[config.mk]
export PLATFORM = sky130hd
export DESIGN_NAME = wind_reply_check_and_alarm
export DESIGN_NICKNAME = d
export VERILOG_FILES = /design/src/sv/wrca_pkg.sv /design/src/sv/wrca_in_stage.sv /design/src/sv/wrca_frame_check.sv /design/src/sv/wrca_alarm.sv /design/src/sv/wind_reply_check_and_alarm.sv
export SDC_FILE = /design/constraint.sdc
export NUM_CORES = 1
export LEC_CHECK = 0
export BUFFER_PORTS_ARGS = -buffer_cell sky130_fd_sc_hd__clkbuf_2
export CAP_MARGIN = 20
export CORE_ASPECT_RATIO = 1.1
export CORE_MARGIN = 10
export CORE_UTILIZATION = 26
export CTS_CLUSTER_SIZE = 40
export DETAILED_ROUTE_END_ITERATION = 12
export HOLD_SLACK_MARGIN = 0.02
export MAX_ROUTING_LAYER = met4
export SYNTH_ARGS = -nofsm -noshare
export SYNTH_HDL_FRONTEND = slang
export SYNTH_SLANG_ARGS = --single-unit
[constraint.sdc]
create_clock -name clk_i -period 9.05 [get_ports clk_i]
set_clock_uncertainty 0.05 [all_clocks]
set_input_delay 0.905 -clock clk_i [delete_from_list [all_inputs] [get_ports clk_i]]
set_output_delay 0.905 -clock clk_i [all_outputs]
set_load 0.01 [all_outputs]
[src/sv/wrca_pkg.sv]
// Shared types, constants and helper functions for the wind reply checker and alarm.
package wrca_pkg;

  // Reply frame layout
  localparam int unsigned FRAME_BYTES = 7;
  localparam logic [7:0] BYTE_COUNT_MAX = 8'hFF;
  localparam logic [7:0] ADDR_POS = 8'd0;
  localparam logic [7:0] SPEED_HI_POS = 8'd3;
  localparam logic [7:0] SPEED_LO_POS = 8'd4;

  // CRC-16/MODBUS, reflected form
  localparam logic [15:0] CRC_INIT = 16'hFFFF;
  localparam logic [15:0] CRC_POLY = 16'hA001;

  // Beaufort limits in tenths of m/s
  localparam int unsigned LIMIT_COUNT = 12;
  localparam logic [3:0] HURRICANE_LEVEL = 4'd12;
  localparam logic [3:0] MAX_ALARM_IDX = 4'd11;
  localparam logic [15:0] LEVEL_LIMIT [LIMIT_COUNT] = '{
    16'd5, 16'd15, 16'd33, 16'd55, 16'd79, 16'd107,
    16'd138, 16'd171, 16'd207, 16'd244, 16'd284, 16'd326
  };

  // Register reset values
  localparam logic [7:0] DEV_ADDR_RESET = 8'd1;
  localparam logic [3:0] ALARM_IDX_RESET = 4'd6;
  localparam logic [31:0] HOLD_TICKS_RESET = 32'd1000;

  // Input word kinds
  typedef enum logic [1:0] {
    ACT_BYTE    = 2'd0,
    ACT_MISSING = 2'd1,
    ACT_TICK    = 2'd2
  } action_e;

  // Configuration register indexes
  typedef enum logic [1:0] {
    CFG_DEV_ADDR   = 2'd0,
    CFG_ALARM_IDX  = 2'd1,
    CFG_HOLD_TICKS = 2'd2
  } cfg_reg_e;

  // One input word
  typedef struct packed {
    logic [1:0] action;
    logic [7:0] rx_byte;
    logic       last_byte;
    logic       server_control;
  } in_word_t;

  // Frame checker verdict for the word being processed
  typedef struct packed {
    logic        poll;
    logic        good;
    logic [15:0] speed;
  } frame_res_t;

  // One result word
  typedef struct packed {
    logic        sensor_present;
    logic [15:0] speed_tenths;
    logic [3:0]  beaufort_level;
    logic        alarm_mode;
  } out_word_t;

  // One byte through the CRC, bit by bit
  function automatic logic [15:0] crc_step(logic [15:0] crc, logic [7:0] b);
    logic [15:0] c;
    c = crc ^ {8'h00, b};
    for (int i = 0; i < 8; i++) begin
      c = c[0] ? ((c >> 1) ^ CRC_POLY) : (c >> 1);
    end
    return c;
  endfunction

  // First level whose limit is not below the speed, else hurricane
  function automatic logic [3:0] level_of(logic [15:0] tenths);
    logic [3:0] lvl;
    lvl = HURRICANE_LEVEL;
    for (int k = LIMIT_COUNT - 1; k >= 0; k--) begin
      if (tenths <= LEVEL_LIMIT[k]) lvl = 4'(k);
    end
    return lvl;
  endfunction

endpackage

[src/sv/wrca_in_stage.sv]
// Input register stage: holds one accepted word until the core takes it.
module wrca_in_stage (
  input  logic               clk_i,
  input  logic               rst_ni,
  input  logic               valid_i,
  input  wrca_pkg::in_word_t word_i,
  output logic               ready_o,
  input  logic               take_i,
  output logic               valid_o,
  output wrca_pkg::in_word_t word_o
);

  logic               valid_q;
  wrca_pkg::in_word_t word_q;

  // Free when empty or when the held word leaves this cycle
  assign ready_o = !valid_q || take_i;
  assign valid_o = valid_q;
  assign word_o  = word_q;

  always_ff @(posedge clk_i or negedge rst_ni) begin
    if (!rst_ni) begin
      valid_q <= 1'b0;
    end else if (ready_o) begin
      valid_q <= valid_i;
    end
  end

  // Payload needs no reset
  always_ff @(posedge clk_i) begin
    if (ready_o && valid_i) begin
      word_q <= word_i;
    end
  end

endmodule

[src/sv/wrca_frame_check.sv]
// Reply frame checker: running CRC, byte count, address match and speed bytes.
module wrca_frame_check (
  input  logic                 clk_i,
  input  logic                 rst_ni,
  input  logic                 fire_i,
  input  wrca_pkg::in_word_t   word_i,
  input  logic [7:0]           dev_addr_i,
  output wrca_pkg::frame_res_t frame_o
);

  logic [15:0] crc_q, crc_d;
  logic [7:0]  cnt_q, cnt_d;
  logic        addr_ok_q, addr_ok_d;
  logic [7:0]  spd_hi_q, spd_hi_d;
  logic [7:0]  spd_lo_q, spd_lo_d;
  logic        is_byte;
  logic        poll;

  // Frame state after taking this byte
  always_comb begin
    crc_d     = wrca_pkg::crc_step(crc_q, word_i.rx_byte);
    cnt_d     = (cnt_q == wrca_pkg::BYTE_COUNT_MAX) ? cnt_q : cnt_q + 8'd1;
    addr_ok_d = (cnt_q == wrca_pkg::ADDR_POS) ? (word_i.rx_byte == dev_addr_i) : addr_ok_q;
    spd_hi_d  = (cnt_q == wrca_pkg::SPEED_HI_POS) ? word_i.rx_byte : spd_hi_q;
    spd_lo_d  = (cnt_q == wrca_pkg::SPEED_LO_POS) ? word_i.rx_byte : spd_lo_q;
  end

  // A poll ends on the last byte or on a missing reply
  assign is_byte = (word_i.action == wrca_pkg::ACT_BYTE);
  assign poll    = (is_byte && word_i.last_byte) || (word_i.action == wrca_pkg::ACT_MISSING);

  assign frame_o.poll  = poll;
  assign frame_o.good  = is_byte && (cnt_d == 8'(wrca_pkg::FRAME_BYTES)) && addr_ok_d &&
                         (crc_d == 16'h0000);
  assign frame_o.speed = {spd_hi_d, spd_lo_d};

  // Frame registers: restart after every poll
  always_ff @(posedge clk_i or negedge rst_ni) begin
    if (!rst_ni) begin
      crc_q     <= wrca_pkg::CRC_INIT;
      cnt_q     <= '0;
      addr_ok_q <= 1'b0;
      spd_hi_q  <= '0;
      spd_lo_q  <= '0;
    end else if (fire_i) begin
      if (poll) begin
        crc_q     <= wrca_pkg::CRC_INIT;
        cnt_q     <= '0;
        addr_ok_q <= 1'b0;
        spd_hi_q  <= '0;
        spd_lo_q  <= '0;
      end else if (is_byte) begin
        crc_q     <= crc_d;
        cnt_q     <= cnt_d;
        addr_ok_q <= addr_ok_d;
        spd_hi_q  <= spd_hi_d;
        spd_lo_q  <= spd_lo_d;
      end
    end
  end

endmodule

[src/sv/wrca_alarm.sv]
// Held speed and level, tick counter, and exception mode with its clear deadline.
module wrca_alarm (
  input  logic                 clk_i,
  input  logic                 rst_ni,
  input  logic                 fire_i,
  input  wrca_pkg::in_word_t   word_i,
  input  wrca_pkg::frame_res_t frame_i,
  input  logic [3:0]           alarm_idx_i,
  input  logic [31:0]          hold_ticks_i,
  output wrca_pkg::out_word_t  result_o
);

  logic [15:0] held_speed_q, held_speed_d;
  logic [3:0]  held_level_q, held_level_d;
  logic        mode_q, mode_d;
  logic [31:0] deadline_q, deadline_d;
  logic [31:0] tick_q;
  logic [3:0]  idx;
  logic        over;
  logic        mode_set;
  logic [31:0] deadline_set;
  logic        clear;

  // Poll outcome
  always_comb begin
    held_speed_d = frame_i.good ? frame_i.speed : held_speed_q;
    held_level_d = frame_i.good ? wrca_pkg::level_of(frame_i.speed) : held_level_q;
    idx          = (alarm_idx_i > wrca_pkg::MAX_ALARM_IDX) ? wrca_pkg::MAX_ALARM_IDX
                                                           : alarm_idx_i;
    over         = (held_speed_d >= wrca_pkg::LEVEL_LIMIT[idx]);
    mode_set     = mode_q || over;
    deadline_set = over ? (tick_q + hold_ticks_i) : deadline_q;
    clear        = (tick_q > deadline_set) && word_i.server_control;
    mode_d       = clear ? 1'b0 : mode_set;
    deadline_d   = clear ? '0 : deadline_set;
  end

  assign result_o.sensor_present = frame_i.good;
  assign result_o.speed_tenths   = held_speed_d;
  assign result_o.beaufort_level = held_level_d;
  assign result_o.alarm_mode     = mode_d;

  // Commit on a poll; ticks advance the time base
  always_ff @(posedge clk_i or negedge rst_ni) begin
    if (!rst_ni) begin
      held_speed_q <= '0;
      held_level_q <= '0;
      mode_q       <= 1'b0;
      deadline_q   <= '0;
      tick_q       <= '0;
    end else if (fire_i) begin
      if (frame_i.poll) begin
        held_speed_q <= held_speed_d;
        held_level_q <= held_level_d;
        mode_q       <= mode_d;
        deadline_q   <= deadline_d;
      end else if (word_i.action == wrca_pkg::ACT_TICK) begin
        tick_q <= tick_q + 32'd1;
      end
    end
  end

endmodule

[src/sv/wind_reply_check_and_alarm.sv]
// Top level: wind sensor reply checker with wind alarm and exception mode.
//
// Input stream (s_axis_*): one word per reply byte, missing reply or timer tick.
//   tuser carries the word kind, tlast marks the final byte of a reply frame,
//   tdata carries the byte and the server control flag.
// Output stream (m_axis_*): one word per poll (frame end or missing reply):
//   sensor present, held speed in tenths of m/s, Beaufort level, exception mode.
// Configuration (cfg_*): index and data, always ready; it must be written
//   only while idle, which the user ensures; the block has no check for it.
// A word is processed from the input register into the output register.
// Throughput: one word per cycle, stalls aside; CRC byte step, level ladder
//   and deadline add/compare all fit between the input and output register.
// Reset: frame state restarts, held speed and level are zero, normal mode,
//   tick counter and deadline zero, registers take their default values.
// Stall: while a result waits, words without a result still flow; a word that
//   ends a poll waits in the input register, and s_axis_tready drops only then.
module wind_reply_check_and_alarm (
  input  logic        clk_i,
  input  logic        rst_ni,
  // Input stream
  input  logic        s_axis_tvalid,
  output logic        s_axis_tready,
  input  logic [15:0] s_axis_tdata,  // [7:0] rx_byte, [8] server_control, rest zero
  input  logic [1:0]  s_axis_tuser,  // [1:0] action
  input  logic        s_axis_tlast,
  // Output stream
  output logic        m_axis_tvalid,
  input  logic        m_axis_tready,
  // [0] sensor_present, [16:1] speed_tenths, [20:17] beaufort_level,
  // [21] alarm_mode, rest zero
  output logic [23:0] m_axis_tdata,
  // Configuration write
  input  logic        cfg_valid_i,
  output logic        cfg_ready_o,
  input  logic [1:0]  cfg_index_i,
  input  logic [31:0] cfg_data_i
);

  wrca_pkg::in_word_t   s_word;
  wrca_pkg::in_word_t   word;
  wrca_pkg::frame_res_t frame;
  wrca_pkg::out_word_t  result;
  wrca_pkg::out_word_t  out_q;
  logic                 out_valid_q;
  logic                 word_valid;
  logic                 fire;
  logic [7:0]           dev_addr_q;
  logic [3:0]           alarm_idx_q;
  logic [31:0]          hold_ticks_q;

  // Unpack the input word
  assign s_word.action         = s_axis_tuser;
  assign s_word.rx_byte        = s_axis_tdata[7:0];
  assign s_word.last_byte      = s_axis_tlast;
  assign s_word.server_control = s_axis_tdata[8];

  wrca_in_stage u_in_stage (
    .clk_i   (clk_i),
    .rst_ni  (rst_ni),
    .valid_i (s_axis_tvalid),
    .word_i  (s_word),
    .ready_o (s_axis_tready),
    .take_i  (fire),
    .valid_o (word_valid),
    .word_o  (word)
  );

  // Process the held word unless its result has nowhere to go
  assign fire = word_valid && (!frame.poll || !out_valid_q || m_axis_tready);

  wrca_frame_check u_frame_check (
    .clk_i      (clk_i),
    .rst_ni     (rst_ni),
    .fire_i     (fire),
    .word_i     (word),
    .dev_addr_i (dev_addr_q),
    .frame_o    (frame)
  );

  wrca_alarm u_alarm (
    .clk_i        (clk_i),
    .rst_ni       (rst_ni),
    .fire_i       (fire),
    .word_i       (word),
    .frame_i      (frame),
    .alarm_idx_i  (alarm_idx_q),
    .hold_ticks_i (hold_ticks_q),
    .result_o     (result)
  );

  // Output register
  always_ff @(posedge clk_i or negedge rst_ni) begin
    if (!rst_ni) begin
      out_valid_q <= 1'b0;
    end else if (fire && frame.poll) begin
      out_valid_q <= 1'b1;
    end else if (m_axis_tready) begin
      out_valid_q <= 1'b0;
    end
  end

  always_ff @(posedge clk_i) begin
    if (fire && frame.poll) begin
      out_q <= result;
    end
  end

  assign m_axis_tvalid = out_valid_q;
  assign m_axis_tdata  = {2'b00, out_q.alarm_mode, out_q.beaufort_level,
                          out_q.speed_tenths, out_q.sensor_present};

  // Configuration registers
  assign cfg_ready_o = 1'b1;

  always_ff @(posedge clk_i or negedge rst_ni) begin
    if (!rst_ni) begin
      dev_addr_q   <= wrca_pkg::DEV_ADDR_RESET;
      alarm_idx_q  <= wrca_pkg::ALARM_IDX_RESET;
      hold_ticks_q <= wrca_pkg::HOLD_TICKS_RESET;
    end else if (cfg_valid_i && cfg_ready_o) begin
      unique case (cfg_index_i)
        wrca_pkg::CFG_DEV_ADDR:   dev_addr_q   <= cfg_data_i[7:0];
        wrca_pkg::CFG_ALARM_IDX:  alarm_idx_q  <= cfg_data_i[3:0];
        wrca_pkg::CFG_HOLD_TICKS: hold_ticks_q <= cfg_data_i;
        default: ;
      endcase
    end
  end

  // Shown level always matches the shown speed
  a_level_matches_speed: assert property (@(posedge clk_i) disable iff (!rst_ni)
    out_valid_q |-> (out_q.beaufort_level == wrca_pkg::level_of(out_q.speed_tenths)))
    else $error("beaufort level does not match held speed");

  // Every processed poll yields a result in the next cycle
  a_poll_gives_result: assert property (@(posedge clk_i) disable iff (!rst_ni)
    (fire && frame.poll) |=> out_valid_q)
    else $error("poll processed without a result");

  // A missing reply never reports the sensor as present
  a_missing_is_lost: assert property (@(posedge clk_i) disable iff (!rst_ni)
    (fire && (word.action == wrca_pkg::ACT_MISSING)) |=> !out_q.sensor_present)
    else $error("missing reply reported as present");

  // Input back-pressure only while a word is held
  a_stall_needs_word: assert property (@(posedge clk_i) disable iff (!rst_ni)
    !s_axis_tready |-> (word_valid && frame.poll && out_valid_q && !m_axis_tready))
    else $error("input stalled without cause");

endmodule

==> impl_table.tex, run 1 <==
\begin{tabular}{lr}
\hline
Metric & Value \\
\hline
\multicolumn{2}{l}{\textbf{Critical path}} \\
Type of destination of the critical path & register \\
Most frequent CP cell & xnor2\_1 \\
Worst setup path class & reg2reg \\
Signal arrival time at the worst endpoint & 8780 ps \\
Slowest stage delay, CP & 650 ps \\
Crit path required time & 9460 ps \\
Critical Path Fanout Max & 38 \\
Kind of start point of the critical path & register \\
Critical-path top delay cell & mux2i\_4 \\
\multicolumn{2}{l}{\textbf{Detailed routing}} \\
Number of search-and-repair iterations in the first detailed-routing pass & 5 \\
DRC & 0 \\
Total routed wirelength & 32,110 um \\
Remaining number of nets flagged by the antenna check after routing & 0 \\
Detailed-route via count & roughly 9,300 \\
Iteration-0 DRC Markers & 576 \\
Per-cell routed wire length & roughly 17 um \\
Vias/cell & between 5 and 6 \\
\multicolumn{2}{l}{\textbf{Global route}} \\
Met1 capacity usage during global routing & 0.1422 \\
GRT Overall Usage & 0.1155 \\
Most congested layer reported by global routing & met2 \\
Initial antenna violation count & 0 \\
Overall overflow remaining after global route & 0 \\
Met3 usage & 0.01859 \\
Largest net degree at the start of global routing & 63 \\
Wire length of the first global-routing pass & 51,130 um \\
Vias in the first global route & 9,262 \\
Met2 Usage GRT & 0.1929 \\
\multicolumn{2}{l}{\textbf{Finish}} \\
Proportion of layout cells with a drive suffix above 1 & 0.1963 \\
Post-layout nets & 1,374 \\
Ant. Diodes & 0 \\
Layout filler cell count & 4,851 \\
Reg area & 5356 um\^{}2 \\
Final standard cell area without fillers & between 10,000 and 15,000 um\^{}2 \\
Area growth syn-to-layout & 14.92\% \\
Fin util & 0.3028 \\
Footprint of the multi-input gates & 6633 um\^{}2 \\
\multicolumn{2}{l}{\textbf{Clock network}} \\
Post-cts sizing count & 0 \\
Post-CTS setup repair buffer count & 0 \\
Clock tree root driver cell & clkbuf\_16 \\
Clock net sink count & about 200 \\
Clock slew seen by the registers of the worst setup and hold paths & 60 ps \\
TritonCTS clock tree & built \\
Clock Tree Buf Depth & 3 \\
Number of H-tree levels & 1 \\
Later-pin clock latency in the skew report & between 500 and 600 ps \\
Post-CTS Hold Fix Bufs & 0 \\
Number of clock buffers inserted by TritonCTS & 24 \\
\multicolumn{2}{l}{\textbf{Synthesis}} \\
Average cell area after synthesis & 10.53 um\^{}2 \\
Yosys reg bits & 206 \\
Most area-hungry cell type in the Yosys netlist & dfrtp\_1 \\
Largest family of logic cells by synthesized area & compound AO/OA/AOI/OAI gates \\
Cells after synthesis & around 1,200 \\
Synthesized-area fraction occupied by ao, oa, aoi and oai cells & 0.1601 \\
Multiplexer share of the synthesized area & 0.1019 \\
Share of synthesized area occupied by flip-flops and latches & 0.4351 \\
Cell types with the largest area share after synthesis & dfrtp\_1, edfxtp\_1, ha\_1 \\
Top\_reg\_cell synth & dfrtp\_1 \\
Simple-gate share of the synthesized area & 0.1322 \\
Post-synth top cells & dfrtp\_1, a21oi\_1, ha\_1, nor2\_1, nand2\_1 \\
Cell area after synthesis & 12,310 um\^{}2 \\
Unique cell type count in the Yosys netlist & 77 \\
Post-synth EDFFs & 34 \\
Total number of yosys warnings & 0 \\
Xor-xnor portion of the synthesized cell area & 0.05904 \\
Yosys top cell area share & 0.2988 \\
Most used standard cell by instance count after synthesis & dfrtp\_1 \\
Share of synthesized registers carrying an async set or reset & 0.8350 \\
Synthesized-area fraction occupied by adder cells & 0.08293 \\
\multicolumn{2}{l}{\textbf{Floorplan}} \\
X dimension of the die & 227.5 um \\
Total die area & 56,470 um\^{}2 \\
Core Area & around 47,000 um\^{}2 \\
I/O pin count & 85 \\
Core Rows & 83 \\
Height of the chip & 248.2 um \\
Starting utilization of the core area & 0.2635 \\
\multicolumn{2}{l}{\textbf{Timing}} \\
Final setup vio count & 0 \\
Minimum setup slack in the final design & just under 700 ps \\
Slew headroom & 0.3016 \\
Number of max-slew violations in the final report & 0 \\
Achievable Freq & 119.4 MHz \\
Fin crit share & 0.9254 \\
Post-route minimum period & 8374 ps \\
Transition time at the pin with the least slew margin & 1045 ps \\
Number of endpoints with negative hold slack in the final report & 0 \\
Final total negative setup slack & 0 ps \\
Unrepaired setup endpoints after global routing & no \\
\multicolumn{2}{l}{\textbf{Placement}} \\
Number of buffer cells added on primary ports & 74 \\
Post-detail-place hpwl & 23,540 um \\
Worst setup timing slack at the placement stage & 780.3 ps \\
Last weighted congestion value of the routability-driven placer & roughly 0.88 \\
Cell area after placement & 13,350 um\^{}2 \\
\multicolumn{2}{l}{\textbf{Outcome}} \\
Result of the run & completed \\
\multicolumn{2}{l}{\textbf{Power and ir drop}} \\
Max IR drop VDD & $\sim$140 uV \\
Leakage dissipation & 6.314 nW \\
Power density over the cells & 194.3 nW/um\^{}2 \\
\multicolumn{2}{l}{\textbf{Hold path}} \\
Worst min path class & in2async \\
\multicolumn{2}{l}{\textbf{Run}} \\
Max capacitance violation total & 0 \\
\hline
\end{tabular}
power by group:
| group | internal (W) | total (W) | switching, W |
|---|---|---|---|
| registers | 0.00104 | 0.00112 | 0.0000784 |
| logic | 0.000280 | 0.000631 | 0.000351 |
| clock network | 0.000594 | 0.000995 | 0.000401 |
kinds of logic after synthesis:
family | after synthesis
simple gates | 317
compound gates | 290
flops | 206
mux | 116
xor+xnor | 83
fa+ha+maj | 81
buf+inv | 74
other cells | 2
routing by layer:
layer / wire (um) / part of all wire / up-vias
met5: 0 / 0 / -
met4: 775 / 0.024 / 0
met3: 1394 / 0.043 / 55
met2: 15730 / 0.49 / 201
met1: 14210 / 0.44 / 4602
li1: - / - / 4489
cells in the final DEF (no fill, tap or decap), types with 19 or more instances in the layout:
| cell type | n |
|---|---|
| a21oi_1 | 86 |
| a22o_1 | 24 |
| and3_1 | 19 |
| clkbuf_16 | 25 |
| clkbuf_2 | 73 |
| dfrtp_1 | 147 |
| dfstp_2 | 25 |
| edfxtp_1 | 34 |
| ha_1 | 80 |
| inv_1 | 21 |
| mux2_2 | 72 |
| mux2i_1 | 43 |
| nand2_1 | 74 |
| nand3_1 | 30 |
| nand4_1 | 22 |
| nor2_1 | 78 |
| o21ai_0 | 48 |
| xnor2_1 | 56 |
| xor2_1 | 27 |
worst paths after layout:
kind	startpoint	end	slack (ps)	cells past startpoint
min reg2reg	u_alarm.deadline_q[28]	u_alarm.deadline_q[28]	430	1
max	u_in_stage.word_o[5]	u_alarm.deadline_q[26]	680	31
min in group clk_i	u_alarm.deadline_q[28]	u_alarm.deadline_q[28]	430	1
max in group asynchronous	rst_ni	u_frame_check.spd_hi_q[6]	7460	2
max reg2reg	u_in_stage.word_o[5]	u_alarm.deadline_q[26]	680	31
min	rst_ni	u_alarm.tick_q[11]	280	1
per-stage QoR:
step	hold WS [ps]	cells	total power, W
final	282.4	1848	0.002749
after global routing	323.4	1848	0.002911
after CTS	298.1	1848	0.002782
after detailed placement	417.5	1804	0.001770
after global placement	409.0	1804	0.001756
after floorplan	391.8	1170	0.001595
critical path: cells and delay by family (launching register included):
kind | cells | cell delay, ps
and+or+nand+nor | 10 | 2180
AOI/OAI and AO/OA | 9 | 1670
xor gates and xnor gates | 5 | 1190
adders and majority gates | 3 | 980
buffers and inverters | 3 | 960
muxes | 1 | 650
DFF | 1 | 570
sequential cells by signal, summed over array words and instances, names as in the netlist, 12 cells and up:
signal                count
u_in_stage.word_o        12
u_frame_check.crc_q      16
u_alarm.held_speed_q     16
hold_ticks_q             32
u_alarm.deadline_q       32
m_axis_tdata             22
u_alarm.tick_q           32
area by class of cell:
cell class              count  area share
clock buffers              34     0.04943
clock inverters            10    0.007340
inverters                  22    0.005837
multi-input cells         890      0.4688
flip-flops and latches    206      0.3786
well taps                 595     0.05262
repair buffers             91     0.03741
(Power assumes the default switching activity.)
==> run 2: changes to the inputs <==
Settings changed: BUFFER_PORTS_ARGS -buffer_cell sky130_fd_sc_hd__clkbuf_2 to -buffer_cell sky130_fd_sc_hd__buf_2, CORE_MARGIN 10 to 1, GPL_ROUTABILITY_DRIVEN set to 0.
==> run 2 against run 1 <==
Compared with the run above: cell area is 0.60% higher; clock power up 5%; critical endpoint is now u_alarm.deadline_q[20]; highest routed layer unchanged; global-route usage rose by 1.8 points; power up 1.9%; sequential power hardly changed.
==> impl_table.tex, run 2 (same netlist as run 1, synthesis figures left out) <==
\begin{tabular}{lr}
\hline
Metric & Value \\
\hline
\multicolumn{2}{l}{\textbf{Critical path}} \\
Crit path to & u\_alarm.deadline\_q[20] \\
Setup slack of the most critical reg-to-reg path & 980 ps \\
Critical Path Fanout Max & 38 \\
Signal arrival time at the worst endpoint & roughly 8500 ps \\
Kind of start point of the critical path & register \\
Beginning of the critical path & u\_in\_stage.word\_o[2] \\
Startpoint of the worst register-to-register path & u\_in\_stage.word\_o[2] \\
Type of destination of the critical path & register \\
Most frequent CP cell & xnor2\_1 \\
End of the worst register-to-register path & u\_alarm.deadline\_q[20] \\
Critical-path top delay cell & mux2i\_4 \\
Crit path required time & 9460 ps \\
Depth of the worst register-to-register path & 31 \\
Worst setup path class & reg2reg \\
Slowest stage delay, CP & 740 ps \\
\multicolumn{2}{l}{\textbf{Timing}} \\
Fin crit share & 0.8921 \\
Post-route minimum period & 8073 ps \\
Final setup vio count & 0 \\
Achievable Freq & 123.9 MHz \\
Slew headroom & 0.3112 \\
Transition time at the pin with the least slew margin & 1031 ps \\
Number of max-slew violations in the final report & 0 \\
Unrepaired setup endpoints after global routing & no \\
Final total negative setup slack & 0 ps \\
Number of endpoints with negative hold slack in the final report & 0 \\
\multicolumn{2}{l}{\textbf{Hold path}} \\
Worst min path class & in2async \\
\multicolumn{2}{l}{\textbf{Detailed routing}} \\
Detail Route met2 WL & 15,620 um \\
Met3 Routed Length & roughly 1100 um \\
Uppermost metal layer occupied by signal nets & met4 \\
Per-cell routed wire length & 17.03 um \\
Wire length on met1 & approximately 14,000 um \\
Iteration-0 DRC Markers & 683 \\
DRC & 0 \\
Total routed wirelength & 31,540 um \\
Number of search-and-repair iterations in the first detailed-routing pass & 5 \\
Detailed-route via count & 9,289 \\
Remaining number of nets flagged by the antenna check after routing & 0 \\
Vias/cell & 5.016 \\
\multicolumn{2}{l}{\textbf{Placement}} \\
Post-detail-place hpwl & 22,820 um \\
Cell area after placement & about 13,000 um\^{}2 \\
Number of buffer cells added on primary ports & 74 \\
\multicolumn{2}{l}{\textbf{Global route}} \\
Overall overflow remaining after global route & 0 \\
Largest net degree at the start of global routing & 95 \\
Vias in the first global route & 9,047 \\
Wire length of the first global-routing pass & 50,140 um \\
GRT Overall Usage & 0.1334 \\
Initial antenna violation count & 0 \\
\multicolumn{2}{l}{\textbf{Power and ir drop}} \\
Max IR drop VDD & 103.9 uV \\
Power density over the cells & roughly 200 nW/um\^{}2 \\
Leakage dissipation & 6.328 nW \\
\multicolumn{2}{l}{\textbf{Clock network}} \\
Post-CTS setup repair buffer count & 0 \\
TritonCTS clock tree & built \\
Number of clock buffers inserted by TritonCTS & 24 \\
Post-cts sizing count & 0 \\
Later-pin clock latency in the skew report & 540 ps \\
Post-CTS Hold Fix Bufs & 0 \\
Number of H-tree levels & 1 \\
Clock Tree Buf Depth & 3 \\
Clock slew seen by the registers of the worst setup and hold paths & 60 ps \\
Clock net sink count & between 200 and 250 \\
Clock tree root driver cell & clkbuf\_16 \\
\multicolumn{2}{l}{\textbf{Finish}} \\
Largest registers & hold\_ticks\_q (32), u\_alarm.deadline\_q (32), u\_alarm.tick\_q (32) \\
Area growth syn-to-layout & 15.61\% \\
Post-layout nets & 1,378 \\
Final standard cell area without fillers & 14,230 um\^{}2 \\
Most frequent standard cell in the layout excluding fill and tap cells & dfrtp\_1 \\
Most frequent cells in the layout & dfrtp\_1, a21oi\_1, ha\_1 \\
Proportion of layout cells with a drive suffix above 1 & 0.1965 \\
Ant. Diodes & 0 \\
\multicolumn{2}{l}{\textbf{Floorplan}} \\
Total die area & $\sim$48,000 um\^{}2 \\
Core Rows & 83 \\
X dimension of the die & 209.5 um \\
Height of the chip & 230.2 um \\
I/O pin count & 85 \\
Core Area & 46,730 um\^{}2 \\
Starting utilization of the core area & 0.2635 \\
\multicolumn{2}{l}{\textbf{Run}} \\
Max capacitance violation total & 0 \\
\multicolumn{2}{l}{\textbf{Outcome}} \\
Result of the run & completed \\
\hline
\end{tabular}
[run 2: layer usage]
layer | GRT usage | vias up
met5 | - | -
met4 | 0.03193 | 0
met1 | 0.1644 | 4584
met2 | 0.2293 | 163
li1 | - | 4496
met3 | 0.01912 | 46
[run 2: worst min-delay path by stage]
stage	from	end	cells past startpoint
floorplan	u_alarm.held_speed_q[5]	u_alarm.held_speed_q[5]	2
global placement	u_alarm.held_speed_q[0]	u_alarm.held_speed_q[0]	2
detailed placement	u_alarm.held_speed_q[0]	u_alarm.held_speed_q[0]	2
CTS	u_alarm.held_speed_q[0]	u_alarm.held_speed_q[0]	2
global route	u_alarm.held_speed_q[0]	u_alarm.held_speed_q[0]	2
finish	rst_ni	hold_ticks_q[10]	1
[run 2: area by class of cell]
type / count / area, um^2
clock buffer: 30 / 633.1
clock inverter: 14 / 205.2
fill: 4801 / 32500
inverter: 22 / 82.58
multi-input combinational: 890 / 6633
sequential: 206 / 5356
tap: 595 / 744.5
timing repair buffer: 95 / 579.3
[run 2: critical path: cells and delay by family, from the launching register on]
kind	cells	cell delay, ps
AO/OA/AOI/OAI	9	1520
XOR/XNOR	5	1090
adder cells (fa/ha/maj)	3	940
buffers and inverters	3	910
flip-flops	1	550
multiplexers	1	740
AND/OR/NAND/NOR	10	2120
[run 2: power breakdown]
group          total [W]  internal, W  switching [W]
Combinational   0.000637     0.000282       0.000355
Sequential       0.00112      0.00104      0.0000770
Clock            0.00104     0.000639       0.000404
[run 2: through the flow]
step                      setup WS [ps]  total power (W)  hold WS (ps)    util  std cells
final                             976.8         0.002801         393.1  0.3046       1852
after global routing              345.1         0.002952         445.1  0.3046       1852
after CTS                         964.5         0.002832         432.1  0.3040       1851
after detailed placement           1007         0.001771         418.6  0.2861       1807
after global placement             1061         0.001759         409.5  0.2861       1807
after floorplan                    2268         0.001595         391.8       -       1170
